--- src/rtl/odd_even_transposition_sorter_defines.svh ---
// ---------------------------------------------------------------------------
// Assertion macros for the transposition sorter.
// Each macro expects signals named clk and rst_n in the calling module.
// ---------------------------------------------------------------------------
`ifndef ODD_EVEN_TRANSPOSITION_SORTER_DEFINES_SVH
`define ODD_EVEN_TRANSPOSITION_SORTER_DEFINES_SVH

// Condition holds at every edge outside reset.
`define OETS_ASSERT_ALWAYS(label, cond, msg) \
  label: assert property (@(posedge clk) disable iff (!rst_n) (cond)) else $error(msg);

// Antecedent implies consequent in the same cycle.
`define OETS_ASSERT_SAME(label, ante, cons, msg) \
  label: assert property (@(posedge clk) disable iff (!rst_n) (ante) |-> (cons)) \
    else $error(msg);

// Antecedent implies consequent in the next cycle.
`define OETS_ASSERT_NEXT(label, ante, cons, msg) \
  label: assert property (@(posedge clk) disable iff (!rst_n) (ante) |=> (cons)) \
    else $error(msg);

`endif

--- src/rtl/oets_pkg.sv ---
// ---------------------------------------------------------------------------
// oets_pkg
// Shared widths, defaults, sequencer states and status types.
// ---------------------------------------------------------------------------
package oets_pkg;

  localparam int unsigned DATA_W        = 32;
  localparam int unsigned MAX_ELEMS_DEF = 64;

  typedef enum logic [2:0] {
    ST_LOAD,
    ST_SORT_RD,
    ST_SORT_CMP,
    ST_SORT_WR,
    ST_EMIT_RD,
    ST_EMIT_WAIT
  } seq_state_t;

  // Status from the sequencer to the output register.
  typedef struct packed {
    logic load;
    logic last;
    logic ovf;
  } emit_t;

endpackage

--- src/rtl/oets_in_if.sv ---
// ---------------------------------------------------------------------------
// oets_in_if
// Input channel: one signed element per transfer, with end-of-set mark.
// ---------------------------------------------------------------------------
interface oets_in_if;
  import oets_pkg::*;

  logic                     valid;
  logic                     ready;
  logic signed [DATA_W-1:0] value;
  logic                     last_item;

  modport source (output valid, output value, output last_item, input ready);
  modport sink   (input valid, input value, input last_item, output ready);

endinterface

--- src/rtl/oets_out_if.sv ---
// ---------------------------------------------------------------------------
// oets_out_if
// Result channel: one sorted element per transfer, with flags.
// ---------------------------------------------------------------------------
interface oets_out_if;
  import oets_pkg::*;

  logic                     valid;
  logic                     ready;
  logic signed [DATA_W-1:0] sorted_value;
  logic                     last_result;
  logic                     overflowed;

  modport source (output valid, output sorted_value, output last_result,
                  output overflowed, input ready);
  modport sink   (input valid, input sorted_value, input last_result,
                  input overflowed, output ready);

endinterface

--- src/rtl/odd_even_transposition_sorter.sv ---
// ---------------------------------------------------------------------------
// odd_even_transposition_sorter
// Collects a set of signed elements, sorts it in place, returns it ascending.
// ---------------------------------------------------------------------------
// Elements arrive one per input transfer and are written to an on-chip store
// of MAX_ELEMS entries; elements beyond capacity are dropped and every result
// of that set carries the overflowed flag. The transfer marked last_item ends
// the set (it is still taken when the store is full). The block then runs
// rounds of compare-exchange over the store, even pairs then odd pairs, until
// a round makes no exchange, and streams the set out in ascending order with
// last_result on the final element. Loading takes one element per cycle.
// Each pair checked in a pass takes a store read, then a compare; an
// exchange adds a separate write, because the store has a single write
// port and an exchange writes two entries; each pass closes with a read
// that finds no pair left. A set of N elements needs at most about N/2
// rounds plus one clean round. Read-out takes a store read, then a
// hand-over into the output register once it is free. No new element is
// taken until the final result of a set has been handed over.
// ---------------------------------------------------------------------------
module odd_even_transposition_sorter #(
  parameter int unsigned MAX_ELEMS = oets_pkg::MAX_ELEMS_DEF
) (
  input  logic              clk,
  input  logic              rst_n,
  oets_in_if.sink           in_ch,
  oets_out_if.source        out_ch
);
  import oets_pkg::*;

  localparam int unsigned IDX_W = $clog2(MAX_ELEMS);

  // Store port between sequencer and memory.
  logic                     mem_we;
  logic [IDX_W-1:0]         mem_waddr;
  logic signed [DATA_W-1:0] mem_wdata;
  logic                     mem_re;
  logic [IDX_W-1:0]         mem_raddr_a;
  logic [IDX_W-1:0]         mem_raddr_b;
  logic signed [DATA_W-1:0] rd_a;
  logic signed [DATA_W-1:0] rd_b;

  emit_t emit;
  logic  out_free;

  // Output register state.
  logic                     out_valid_r;
  logic signed [DATA_W-1:0] out_value_r;
  logic                     out_last_r;
  logic                     out_ovf_r;

  oets_store #(
    .DEPTH (MAX_ELEMS)
  ) u_store (
    .clk     (clk),
    .we      (mem_we),
    .waddr   (mem_waddr),
    .wdata   (mem_wdata),
    .re      (mem_re),
    .raddr_a (mem_raddr_a),
    .raddr_b (mem_raddr_b),
    .rdata_a (rd_a),
    .rdata_b (rd_b)
  );

  oets_seq #(
    .MAX_ELEMS (MAX_ELEMS)
  ) u_seq (
    .clk         (clk),
    .rst_n       (rst_n),
    .in_valid    (in_ch.valid),
    .in_last     (in_ch.last_item),
    .in_value    (in_ch.value),
    .in_ready    (in_ch.ready),
    .out_free    (out_free),
    .emit        (emit),
    .mem_we      (mem_we),
    .mem_waddr   (mem_waddr),
    .mem_wdata   (mem_wdata),
    .mem_re      (mem_re),
    .mem_raddr_a (mem_raddr_a),
    .mem_raddr_b (mem_raddr_b),
    .rd_a        (rd_a),
    .rd_b        (rd_b)
  );

  // The register is free when empty or when its transfer completes now.
  assign out_free = !out_valid_r || out_ch.ready;

  // Hold valid until the transfer; drop it once taken with nothing behind.
  always_ff @(posedge clk) begin
    if (!rst_n) begin
      out_valid_r <= 1'b0;
    end else if (emit.load) begin
      out_valid_r <= 1'b1;
    end else if (out_ch.ready) begin
      out_valid_r <= 1'b0;
    end
  end

  // Payload: capture the store read data with its flags.
  always_ff @(posedge clk) begin
    if (emit.load) begin
      out_value_r <= rd_a;
      out_last_r  <= emit.last;
      out_ovf_r   <= emit.ovf;
    end
  end

  assign out_ch.valid        = out_valid_r;
  assign out_ch.sorted_value = out_value_r;
  assign out_ch.last_result  = out_last_r;
  assign out_ch.overflowed   = out_ovf_r;

endmodule

--- src/rtl/oets_store.sv ---
// ---------------------------------------------------------------------------
// oets_store
// Element store: one write port, two registered read ports.
// ---------------------------------------------------------------------------
module oets_store #(
  parameter  int unsigned DEPTH  = oets_pkg::MAX_ELEMS_DEF,
  localparam int unsigned ADDR_W = $clog2(DEPTH)
) (
  input  logic                               clk,
  input  logic                               we,
  input  logic [ADDR_W-1:0]                  waddr,
  input  logic signed [oets_pkg::DATA_W-1:0] wdata,
  input  logic                               re,
  input  logic [ADDR_W-1:0]                  raddr_a,
  input  logic [ADDR_W-1:0]                  raddr_b,
  output logic signed [oets_pkg::DATA_W-1:0] rdata_a,
  output logic signed [oets_pkg::DATA_W-1:0] rdata_b
);
  import oets_pkg::*;

  logic signed [DATA_W-1:0] mem [DEPTH];

  always_ff @(posedge clk) begin
    if (we) begin
      mem[waddr] <= wdata;
    end
  end

  // Read data holds until the next read.
  always_ff @(posedge clk) begin
    if (re) begin
      rdata_a <= mem[raddr_a];
      rdata_b <= mem[raddr_b];
    end
  end

endmodule

--- src/rtl/oets_seq.sv ---
// ---------------------------------------------------------------------------
// oets_seq
// Sequencer: loads the store, runs exchange rounds, reads results out.
// ---------------------------------------------------------------------------
`include "odd_even_transposition_sorter_defines.svh"

module oets_seq #(
  parameter  int unsigned MAX_ELEMS = oets_pkg::MAX_ELEMS_DEF,
  localparam int unsigned IDX_W     = $clog2(MAX_ELEMS)
) (
  input  logic                               clk,
  input  logic                               rst_n,
  input  logic                               in_valid,
  input  logic                               in_last,
  input  logic signed [oets_pkg::DATA_W-1:0] in_value,
  output logic                               in_ready,
  input  logic                               out_free,
  output oets_pkg::emit_t                    emit,
  output logic                               mem_we,
  output logic [IDX_W-1:0]                   mem_waddr,
  output logic signed [oets_pkg::DATA_W-1:0] mem_wdata,
  output logic                               mem_re,
  output logic [IDX_W-1:0]                   mem_raddr_a,
  output logic [IDX_W-1:0]                   mem_raddr_b,
  input  logic signed [oets_pkg::DATA_W-1:0] rd_a,
  input  logic signed [oets_pkg::DATA_W-1:0] rd_b
);
  import oets_pkg::*;

  localparam int unsigned CNT_W = $clog2(MAX_ELEMS + 1);

  seq_state_t       state_r, state_nxt;
  logic [CNT_W-1:0] count_r, count_nxt;
  logic [CNT_W-1:0] j_r, j_nxt;
  logic [CNT_W-1:0] k_r, k_nxt;
  logic             odd_r, odd_nxt;
  logic             swap_r, swap_nxt;
  logic             ovf_r, ovf_nxt;

  logic             in_xfer;
  logic             has_room;
  logic             pair_ok;
  logic             gt;
  logic             emit_last;
  logic [CNT_W-1:0] j_plus1;

  assign in_xfer   = (state_r == ST_LOAD) && in_valid;
  assign has_room  = count_r < CNT_W'(MAX_ELEMS);
  assign pair_ok   = ({1'b0, j_r} + (CNT_W + 1)'(1)) < {1'b0, count_r};
  assign gt        = rd_a > rd_b;
  assign emit_last = (k_r + CNT_W'(1)) == count_r;
  assign j_plus1   = j_r + CNT_W'(1);

  // Next state.
  always_comb begin
    state_nxt = state_r;
    unique case (state_r)
      ST_LOAD: begin
        if (in_valid && in_last) state_nxt = ST_SORT_RD;
      end
      ST_SORT_RD: begin
        if (pair_ok) begin
          state_nxt = ST_SORT_CMP;
        end else if (odd_r && !swap_r) begin
          state_nxt = ST_EMIT_RD;
        end
      end
      ST_SORT_CMP: begin
        state_nxt = gt ? ST_SORT_WR : ST_SORT_RD;
      end
      ST_SORT_WR: begin
        state_nxt = ST_SORT_RD;
      end
      ST_EMIT_RD: begin
        state_nxt = ST_EMIT_WAIT;
      end
      ST_EMIT_WAIT: begin
        if (out_free) state_nxt = emit_last ? ST_LOAD : ST_EMIT_RD;
      end
      default: state_nxt = ST_LOAD;
    endcase
  end

  // Outputs: handshake, store port and emit status.
  always_comb begin
    in_ready    = 1'b0;
    mem_we      = 1'b0;
    mem_waddr   = count_r[IDX_W-1:0];
    mem_wdata   = in_value;
    mem_re      = 1'b0;
    mem_raddr_a = j_r[IDX_W-1:0];
    mem_raddr_b = j_plus1[IDX_W-1:0];
    emit.load   = 1'b0;
    emit.last   = emit_last;
    emit.ovf    = ovf_r;
    unique case (state_r)
      ST_LOAD: begin
        in_ready = 1'b1;
        mem_we   = in_valid && has_room;
      end
      ST_SORT_RD: begin
        mem_re = pair_ok;
      end
      ST_SORT_CMP: begin
        // left slot takes the smaller value
        mem_we    = gt;
        mem_waddr = j_r[IDX_W-1:0];
        mem_wdata = rd_b;
      end
      ST_SORT_WR: begin
        mem_we    = 1'b1;
        mem_waddr = j_plus1[IDX_W-1:0];
        mem_wdata = rd_a;
      end
      ST_EMIT_RD: begin
        mem_re      = 1'b1;
        mem_raddr_a = k_r[IDX_W-1:0];
      end
      ST_EMIT_WAIT: begin
        emit.load = out_free;
      end
      default: ;
    endcase
  end

  // Counters and flags.
  always_comb begin
    count_nxt = count_r;
    j_nxt     = j_r;
    k_nxt     = k_r;
    odd_nxt   = odd_r;
    swap_nxt  = swap_r;
    ovf_nxt   = ovf_r;
    unique case (state_r)
      ST_LOAD: begin
        if (in_xfer) begin
          if (has_room) begin
            count_nxt = count_r + CNT_W'(1);
          end else begin
            ovf_nxt = 1'b1;
          end
          if (in_last) begin
            j_nxt    = '0;
            odd_nxt  = 1'b0;
            swap_nxt = 1'b0;
          end
        end
      end
      ST_SORT_RD: begin
        if (!pair_ok) begin
          if (!odd_r) begin
            odd_nxt = 1'b1;
            j_nxt   = CNT_W'(1);
          end else if (swap_r) begin
            odd_nxt  = 1'b0;
            j_nxt    = '0;
            swap_nxt = 1'b0;
          end else begin
            k_nxt = '0;
          end
        end
      end
      ST_SORT_CMP: begin
        if (gt) begin
          swap_nxt = 1'b1;
        end else begin
          j_nxt = j_r + CNT_W'(2);
        end
      end
      ST_SORT_WR: begin
        j_nxt = j_r + CNT_W'(2);
      end
      ST_EMIT_WAIT: begin
        if (out_free) begin
          if (emit_last) begin
            count_nxt = '0;
            ovf_nxt   = 1'b0;
            swap_nxt  = 1'b0;
          end else begin
            k_nxt = k_r + CNT_W'(1);
          end
        end
      end
      default: ;
    endcase
  end

  always_ff @(posedge clk) begin
    if (!rst_n) begin
      state_r <= ST_LOAD;
      count_r <= '0;
      j_r     <= '0;
      k_r     <= '0;
      odd_r   <= 1'b0;
      swap_r  <= 1'b0;
      ovf_r   <= 1'b0;
    end else begin
      state_r <= state_nxt;
      count_r <= count_nxt;
      j_r     <= j_nxt;
      k_r     <= k_nxt;
      odd_r   <= odd_nxt;
      swap_r  <= swap_nxt;
      ovf_r   <= ovf_nxt;
    end
  end

  `OETS_ASSERT_ALWAYS(a_count_bound, count_r <= CNT_W'(MAX_ELEMS), "count beyond capacity")
  `OETS_ASSERT_SAME(a_wr_after_cmp, state_r == ST_SORT_WR, $past(state_r) == ST_SORT_CMP && $past(gt), "second write without exchange")
  `OETS_ASSERT_NEXT(a_swap_marked, state_r == ST_SORT_CMP && mem_we, swap_r, "exchange not recorded")
  `OETS_ASSERT_SAME(a_emit_clean, state_r == ST_SORT_RD && state_nxt == ST_EMIT_RD, !swap_r && odd_r, "read-out after exchanging round")
  `OETS_ASSERT_NEXT(a_set_closed, emit.load && emit.last, count_r == '0 && !ovf_r && state_r == ST_LOAD, "set not cleared after final result")

endmodule
--- src/flat_wrapper.sv ---
// flat-port wrapper written by rule: the top's interface ports become plain ports
module odd_even_transposition_sorter_flat import oets_pkg::*;
#(
  parameter int unsigned MAX_ELEMS = oets_pkg::MAX_ELEMS_DEF
)
  (clk, rst_n, in_ch_valid, in_ch_value, in_ch_last_item, in_ch_ready, out_ch_valid, out_ch_sorted_value, out_ch_last_result, out_ch_overflowed, out_ch_ready);
  oets_in_if in_ch_i ();
  oets_out_if out_ch_i ();
  input  logic clk;
  input  logic rst_n;
  input wire logic [$bits(in_ch_i.valid)-1:0] in_ch_valid;
  input wire logic [$bits(in_ch_i.value)-1:0] in_ch_value;
  input wire logic [$bits(in_ch_i.last_item)-1:0] in_ch_last_item;
  output wire logic [$bits(in_ch_i.ready)-1:0] in_ch_ready;
  output wire logic [$bits(out_ch_i.valid)-1:0] out_ch_valid;
  output wire logic [$bits(out_ch_i.sorted_value)-1:0] out_ch_sorted_value;
  output wire logic [$bits(out_ch_i.last_result)-1:0] out_ch_last_result;
  output wire logic [$bits(out_ch_i.overflowed)-1:0] out_ch_overflowed;
  input wire logic [$bits(out_ch_i.ready)-1:0] out_ch_ready;
  assign in_ch_i.valid = in_ch_valid;
  assign in_ch_i.value = in_ch_value;
  assign in_ch_i.last_item = in_ch_last_item;
  assign in_ch_ready = in_ch_i.ready;
  assign out_ch_valid = out_ch_i.valid;
  assign out_ch_sorted_value = out_ch_i.sorted_value;
  assign out_ch_last_result = out_ch_i.last_result;
  assign out_ch_overflowed = out_ch_i.overflowed;
  assign out_ch_i.ready = out_ch_ready;
  odd_even_transposition_sorter #(.MAX_ELEMS(MAX_ELEMS)) u_core (.clk(clk), .rst_n(rst_n), .in_ch(in_ch_i), .out_ch(out_ch_i));
endmodule
--- config.mk ---
export PLATFORM = sky130hd
export DESIGN_NAME = odd_even_transposition_sorter_flat
export DESIGN_NICKNAME = d
export VERILOG_FILES = /design/src/rtl/oets_pkg.sv /design/src/rtl/oets_in_if.sv /design/src/rtl/oets_out_if.sv /design/src/rtl/odd_even_transposition_sorter.sv /design/src/rtl/oets_store.sv /design/src/rtl/oets_seq.sv /design/src/flat_wrapper.sv
export VERILOG_INCLUDE_DIRS = /design/src /design/src/rtl
export SDC_FILE = /design/constraint.sdc
export NUM_CORES = 2
export LEC_CHECK = 0
export BUFFER_PORTS_ARGS = -buffer_cell sky130_fd_sc_hd__buf_2
export CORE_UTILIZATION = 30
export DETAILED_ROUTE_END_ITERATION = 10
export SLEW_MARGIN = 0
export SYNTH_ARGS = -nofsm -noshare
export SYNTH_HDL_FRONTEND = slang
export SYNTH_SLANG_ARGS = --single-unit
export TNS_END_PERCENT = 100
--- constraint.sdc ---
create_clock -name clk -period 9.5 [get_ports clk]
set_input_delay 0.95 -clock clk [delete_from_list [all_inputs] [get_ports clk]]
set_output_delay 0.95 -clock clk [all_outputs]
set_load 0.1 [all_outputs]
# Yosys cells after proc, flatten, opt, wreduce, memory -nomap -nowiden
# Memories as Yosys holds them, arrays and structs flattened. A register that Yosys moved wholly into a read port is not among the register bits.
# Index checks and enable logic that the tools add are counted.
[op_classes]
n_addsub = 5
n_lt_le_gt_ge = 3
eq_ne = 21
muxes = 51
reduce_logical = 21
[ops]
columns = ["op", "n"]
rows = [
  ["two-way mux 7 bit", 15],
  ["case mux 32 bit (2 select lines)", 1],
  ["greater-than comparator 32 bit", 1],
  ["case mux 7 bit (2 select lines)", 2],
  ["case mux 7 bit (4 select lines)", 1],
  ["!= test 2 bit (second input constant)", 12],
  ["two-way mux 1 bit", 18],
  ["case mux 3 bit (6 select lines)", 1],
  ["two-way mux 3 bit", 5],
  ["adder 7 x 1 -> 7 bit (second input constant)", 2],
  ["case mux 6 bit (2 select lines)", 1],
  ["AND reduction 6 bit", 2],
  ["AND reduction 5 bit", 2],
  ["adder 7 x 1 -> 8 bit (second input constant)", 1],
  ["less-than comparator 8 x 7 -> 1 bit", 1],
  ["AND reduction 8 bit", 1],
  ["nonzero test 2 bit", 4],
  ["nonzero test 4 bit", 2],
  ["adder 7 x 2 -> 7 bit (second input constant)", 1],
  ["equality test 7 bit", 1],
  ["less-than comparator 7 bit (second input constant)", 1],
  ["adder 6 x 1 -> 6 bit (second input constant)", 1],
  ["equality test 3 x 2 -> 1 bit (second input constant)", 2],
  ["equality test 3 bit (second input constant)", 2],
  ["other kinds (14)", 21],
]
[word_totals]
register_bits = 62
mem_bits_rw = 2048
in_bits = 37
out_inout_bits = 36
word_cells = 113
n_memories = 1
[memory_table]
columns = ["memory", "depth", "width", "rd", "rd_ports_with_merged_regs", "wr", "line_no", "source"]
rows = [
  ["u_core.u_store.mem", 64, 32, 2, 2, 1, "oets_store.sv:21", "logic signed [DATA_W-1:0] mem [DEPTH];"],
]

# Depth between registers and ports, before layout
[depth]
ltp_word = 5
ltp_mapped = 15
ltp_nobuf = 13

# Modules after synthesis
# Synthesis repeated with hierarchy kept, for this count alone.
[hier_totals]
cells_unflattened = 4952
hier_area_um2 = 101038.2
[modules_own_cells]
columns = ["module", "n_inst", "cells_each", "area_each_um2", "seq_area_each_um2"]
rows = [
  ["oets_store", 1, 4412, 96301.1, 63420.8],
  ["oets_seq", 1, 502, 3667.3, 540.5],
  ["odd_even_transposition_sorter", 1, 38, 1069.8, 1041.0],
]

# Least setup slack after synthesis
# No wires, ideal clock.
[synth_timing]
path_kind = "reg2reg"
start = "register u_core.u_store.rdata_a[31] in the netlist's numbering, read port of u_core.u_store.mem"
end = "memory u_core.u_store.mem[23][0], enable pin"
setup_ps = 461
arrival_ps = 4960
required_time_ps = 9039
slack_ps = 4079
path_stages_with_launch = 10
n_path_buf = 1
period_less_slack_ps = 5421
path_cell_list = "edfxtp_1 ha_1 nand4_1 nor3_1 a22oi_1 or4b_2 a211oi_1 o21ai_1 clkbuf_1 nor3_1"
[synth_between]
elab_chain_cells = 4
[synth_lines]
columns = ["element", "line_no", "source"]
rows = [
  ["from (decl)", "oets_store.sv:16", "output logic signed [oets_pkg::DATA_W-1:0] rdata_a,"],
  ["greater-than comparator 32 bit", "oets_seq.sv:50", "assign gt = rd_a > rd_b;"],
  ["case mux 1 bit (3 select lines)", "oets_seq.sv:96", "unique case (state_r)"],
  ["two-way mux 1 bit", "oets_store.sv:24", "if (we) begin"],
  ["two-way mux 1 bit (implied by the code)", "oets_store.sv:25", "mem[waddr] <= wdata;"],
  ["to (decl)", "oets_store.sv:21", ""],
]
# No other way between the ends.

# Worst setup path after layout
[layout_timing]
start = "register u_core.u_store.rdata_a[9] in the netlist's numbering, read port of u_core.u_store.mem"
end = "memory u_core.u_store.mem[33][4], enable pin"
# The elaborated chain is that of the path after synthesis.

==> out/qor.yml <==
yosysWarnings: 0
clock_latency_ps: 910
wl_per_cell_microns: 35.9
cts_hold_buf: 0
cp_max_fo: 32
synth_edf_count: 2146
nNetsFinal: 5963
drc: 0
reg2reg_to: "u_core.u_store.mem[33][4]$_DFFE_PP_"
yosysSeqAreaShare_pct: 64.5
h-tree-depth: 4
fin_tns_setup_ps: 0
hp-class: "primary input to flip-flop"
tritoncts: "done"
min_period_ps: 6810
finalHoldViolCount: 0
cts_buffer_depth: 3
gp_congestion: 0.889
start_util_pct: 30.2
num_io_pins: 73
async_flop_share_pct: 0
powerDensity_nw_per_um2: 201
routed_wl_microns: 377000
postSynthCellCount: 5753
post-place-ws_ps: 3150
area_growth_pct: 14.6
arrival_ps: 7290
finalSetupViolCount: 0
combPwrFrac_pct: 13.8
place_area_sq_um: 108000
fin_util_pct: 34.6
critPathCaptureType: "flip-flop"
wl_met1_microns: 135000
final_common_cell: "edfxtp_1"
grt_pass1_wl_microns: 514000
drive_above_1_share_pct: 29.8
design_area_sq_um: 115000
multiInputGateArea_sq_um: 34700
seqCellArea_sq_um: 65000
drt_iter0_markers: 11798
cap_violations: 1
slew_headroom_pct: -3.31
grt_pass1_vias: 61779
swShare_pct: 25.5
port_buffers: 72
fin_skew_ps: 77.0
met2_length_microns: 170000
antenna_found_initial: 24
fin_crit_sh_pct: 71.7
intPower_w: 0.0173
cts_inserted_buffers: 223
die_h_microns: 582
dp_hpwl_microns: 215000
critPathLaunchType: "flip-flop"
leakagePower_nw: 34.6
clock_sinks: 2174
path_class: "flip-flop to flip-flop"
ff2ff_setup_slack_ps: 2690
synth.distinct_cells: 63
tightestPinTransition_ps: 1540
finalWorstSetupSlack_ps: 2690
netlist_area_sq_um: 101000
cts_setup_buffers: 0
synth_flop_cell: "edfxtp_1"
die_x_microns: 582
violations: "max-capacitance violations, max-slew violations"
grt_setup_unrepaired: "no"
status: "complete, but fails checks"
crit_required_ps: 9980
whs_endpoint: "u_core.u_store.mem[31][5]$_DFFE_PP_"
switchingPower_w: 0.00592
nFillCells: 31192
maxSlewViolCount: 3
hold_depth: 3
r2r_start: "u_core.u_store.rdata_a[9]$_DFFE_PP_"
met3_length_microns: 51800
avgSynthCellArea_sq_um: 17.5
syn_nets: 5832
drt-vias-per-instance: 6.21
grt.total_usage_pct: 21.7
power_frac_clock_pct: 39.0
clock.fmax_ghz: 0.147
coreArea_sq_um: 334000
grt_max_degree: 111
layout_common_cells: "edfxtp_1, mux4_2, nand2_1"
rows: 212
synth-seq-cells: 2174
hold_start: "in_ch_value[5]"
cts_resized: 0
clk_pin_slew_ps: 70
firstDrtPassIters: 6
ant_nets: 0
pwr-share-seq_pct: 47.1
die_area_sq_um: 338000
grt-ovfl-total: 0
num_vias: 65038
cts_root_buf: "clkbuf_16"
top_layer: "met5"
ir_drop_uv: 199
reg2regPathDepth: 12
[worst max path at each step]
stage / start / end / depth (start not counted)
after global placement: u_core.u_store.rdata_a[9]$_DFFE_PP_ / u_core.u_store.mem[34][4]$_DFFE_PP_ / 12
after floorplan: u_core.u_store.rdata_a[31]$_DFFE_PP_ / u_core.u_store.mem[23][0]$_DFFE_PP_ / 9
after global routing: u_core.u_store.rdata_a[9]$_DFFE_PP_ / u_core.u_store.mem[33][4]$_DFFE_PP_ / 12
final: u_core.u_store.rdata_a[9]$_DFFE_PP_ / u_core.u_store.mem[33][4]$_DFFE_PP_ / 12
after detailed placement: u_core.u_store.rdata_a[9]$_DFFE_PP_ / u_core.u_store.mem[33][4]$_DFFE_PP_ / 12
after CTS: u_core.u_store.rdata_a[9]$_DFFE_PP_ / u_core.u_store.mem[33][4]$_DFFE_PP_ / 12
[power groups by stage]
| stage | logic [W] | clock network [W] | registers (W) |
|---|---|---|---|
| 3_3_place_gp | 0.00315 | 0 | 0.0111 |
| 3_5_place_dp | 0.00317 | 0 | 0.0111 |
| 5_1_grt | 0.00334 | 0.00943 | 0.0109 |
| 4_1_cts | 0.00318 | 0.00909 | 0.0109 |
| 6_report | 0.00320 | 0.00905 | 0.0109 |
| 2_1_floorplan | 0.00214 | 0 | 0.0111 |
[flip-flops by register name, summed over array words and instances (netlist names)]
signal and cells:
u_core.out_ch.last_result 1, u_core.out_ch.valid 1, u_core.u_store.rdata_a 32, u_core.out_ch.sorted_value 32, u_core.u_seq.ovf_r 1, u_core.u_seq.state_r 3
u_core.out_ch.overflowed 1, u_core.u_seq.odd_r 1, u_core.u_seq.swap_r 1, u_core.u_store.mem 2048, u_core.u_store.rdata_b 32, u_core.u_seq.k_r 7
u_core.u_seq.count_r 7, u_core.u_seq.j_r 7
[kinds of logic after synthesis]
| logic type | after synthesis | synth area share [%] |
|---|---|---|
| XOR/XNOR | 23 | 0.241 |
| AO/OA/AOI/OAI | 536 | 3.53 |
| AND/OR/NAND/NOR | 1400 | 6.04 |
| buffers and inverters | 478 | 1.96 |
| multiplexers | 1100 | 23.2 |
| adder cells (fa/ha/maj) | 42 | 0.522 |
| flip-flops | 2174 | 64.5 |
[synthesized netlist by cell type, types with 10 or more instances]
master	instances	area, sq um
nand3_1	228	1140
o211ai_1	45	338
o2111ai_1	51	447
a21oi_1	123	616
ha_1	42	526
buf_4	10	75.1
dfxtp_1	28	561
or4_1	21	158
o21ai_0	67	335
a22oi_1	41	308
clkbuf_1	226	848
a211oi_1	11	82.6
a32oi_1	27	236
buf_2	87	435
a31oi_1	96	601
nand4_1	43	269
inv_1	49	184
nand2b_1	10	62.6
mux4_2	987	22200
buf_1	101	379
nand2_1	863	3240
edfxtp_1	2146	64400
nor3_1	83	415
o22ai_1	16	100
a221oi_1	11	96.3
nor2_1	72	270
mux2i_1	110	1100
xnor2_1	14	123
and3_1	44	275
[routing by layer]
metal / vias to the layer above / track usage (%)
met5: - / 0
met4: 10 / 10.0
met3: 940 / 6.31
met2: 5581 / 33.3
met1: 34317 / 28.4
li1: 24190 / -
[critical path, stage by stage (launching register included)]
cell and delay (ps):
edfxtp_1 620, ha_1 510, nand4_1 160, nor4_1 1240
inv_1 90, o221ai_1 760, a211oi_1 180, a211oi_1 320
buf_4 240, o21ai_4 60, buf_4 300, nor3_2 1070
buf_4 750
[layout make-up]
cell class                      instances  share of cell area, %
Sequential cell                      2174                   56.3
Tap cell                             4387                   4.76
Clock inverter                        149                   1.49
Timing Repair Buffer                  335                   2.17
Inverter                               49                  0.162
Multi-Input combinational cell       3101                   30.1
Clock buffer                          265                   4.97
Antenna cell                           15                 0.0325
[per-stage QoR]
stage               hold slack, ps  std cells  power (W)
global route                   425      10463     0.0237
global placement               439      10046     0.0143
floorplan                      409       5753     0.0133
detailed placement             428      10046     0.0143
finish                         432      10475     0.0232
CTS                            373      10460     0.0232
Note: power is estimated with default switching activity, not from simulation.
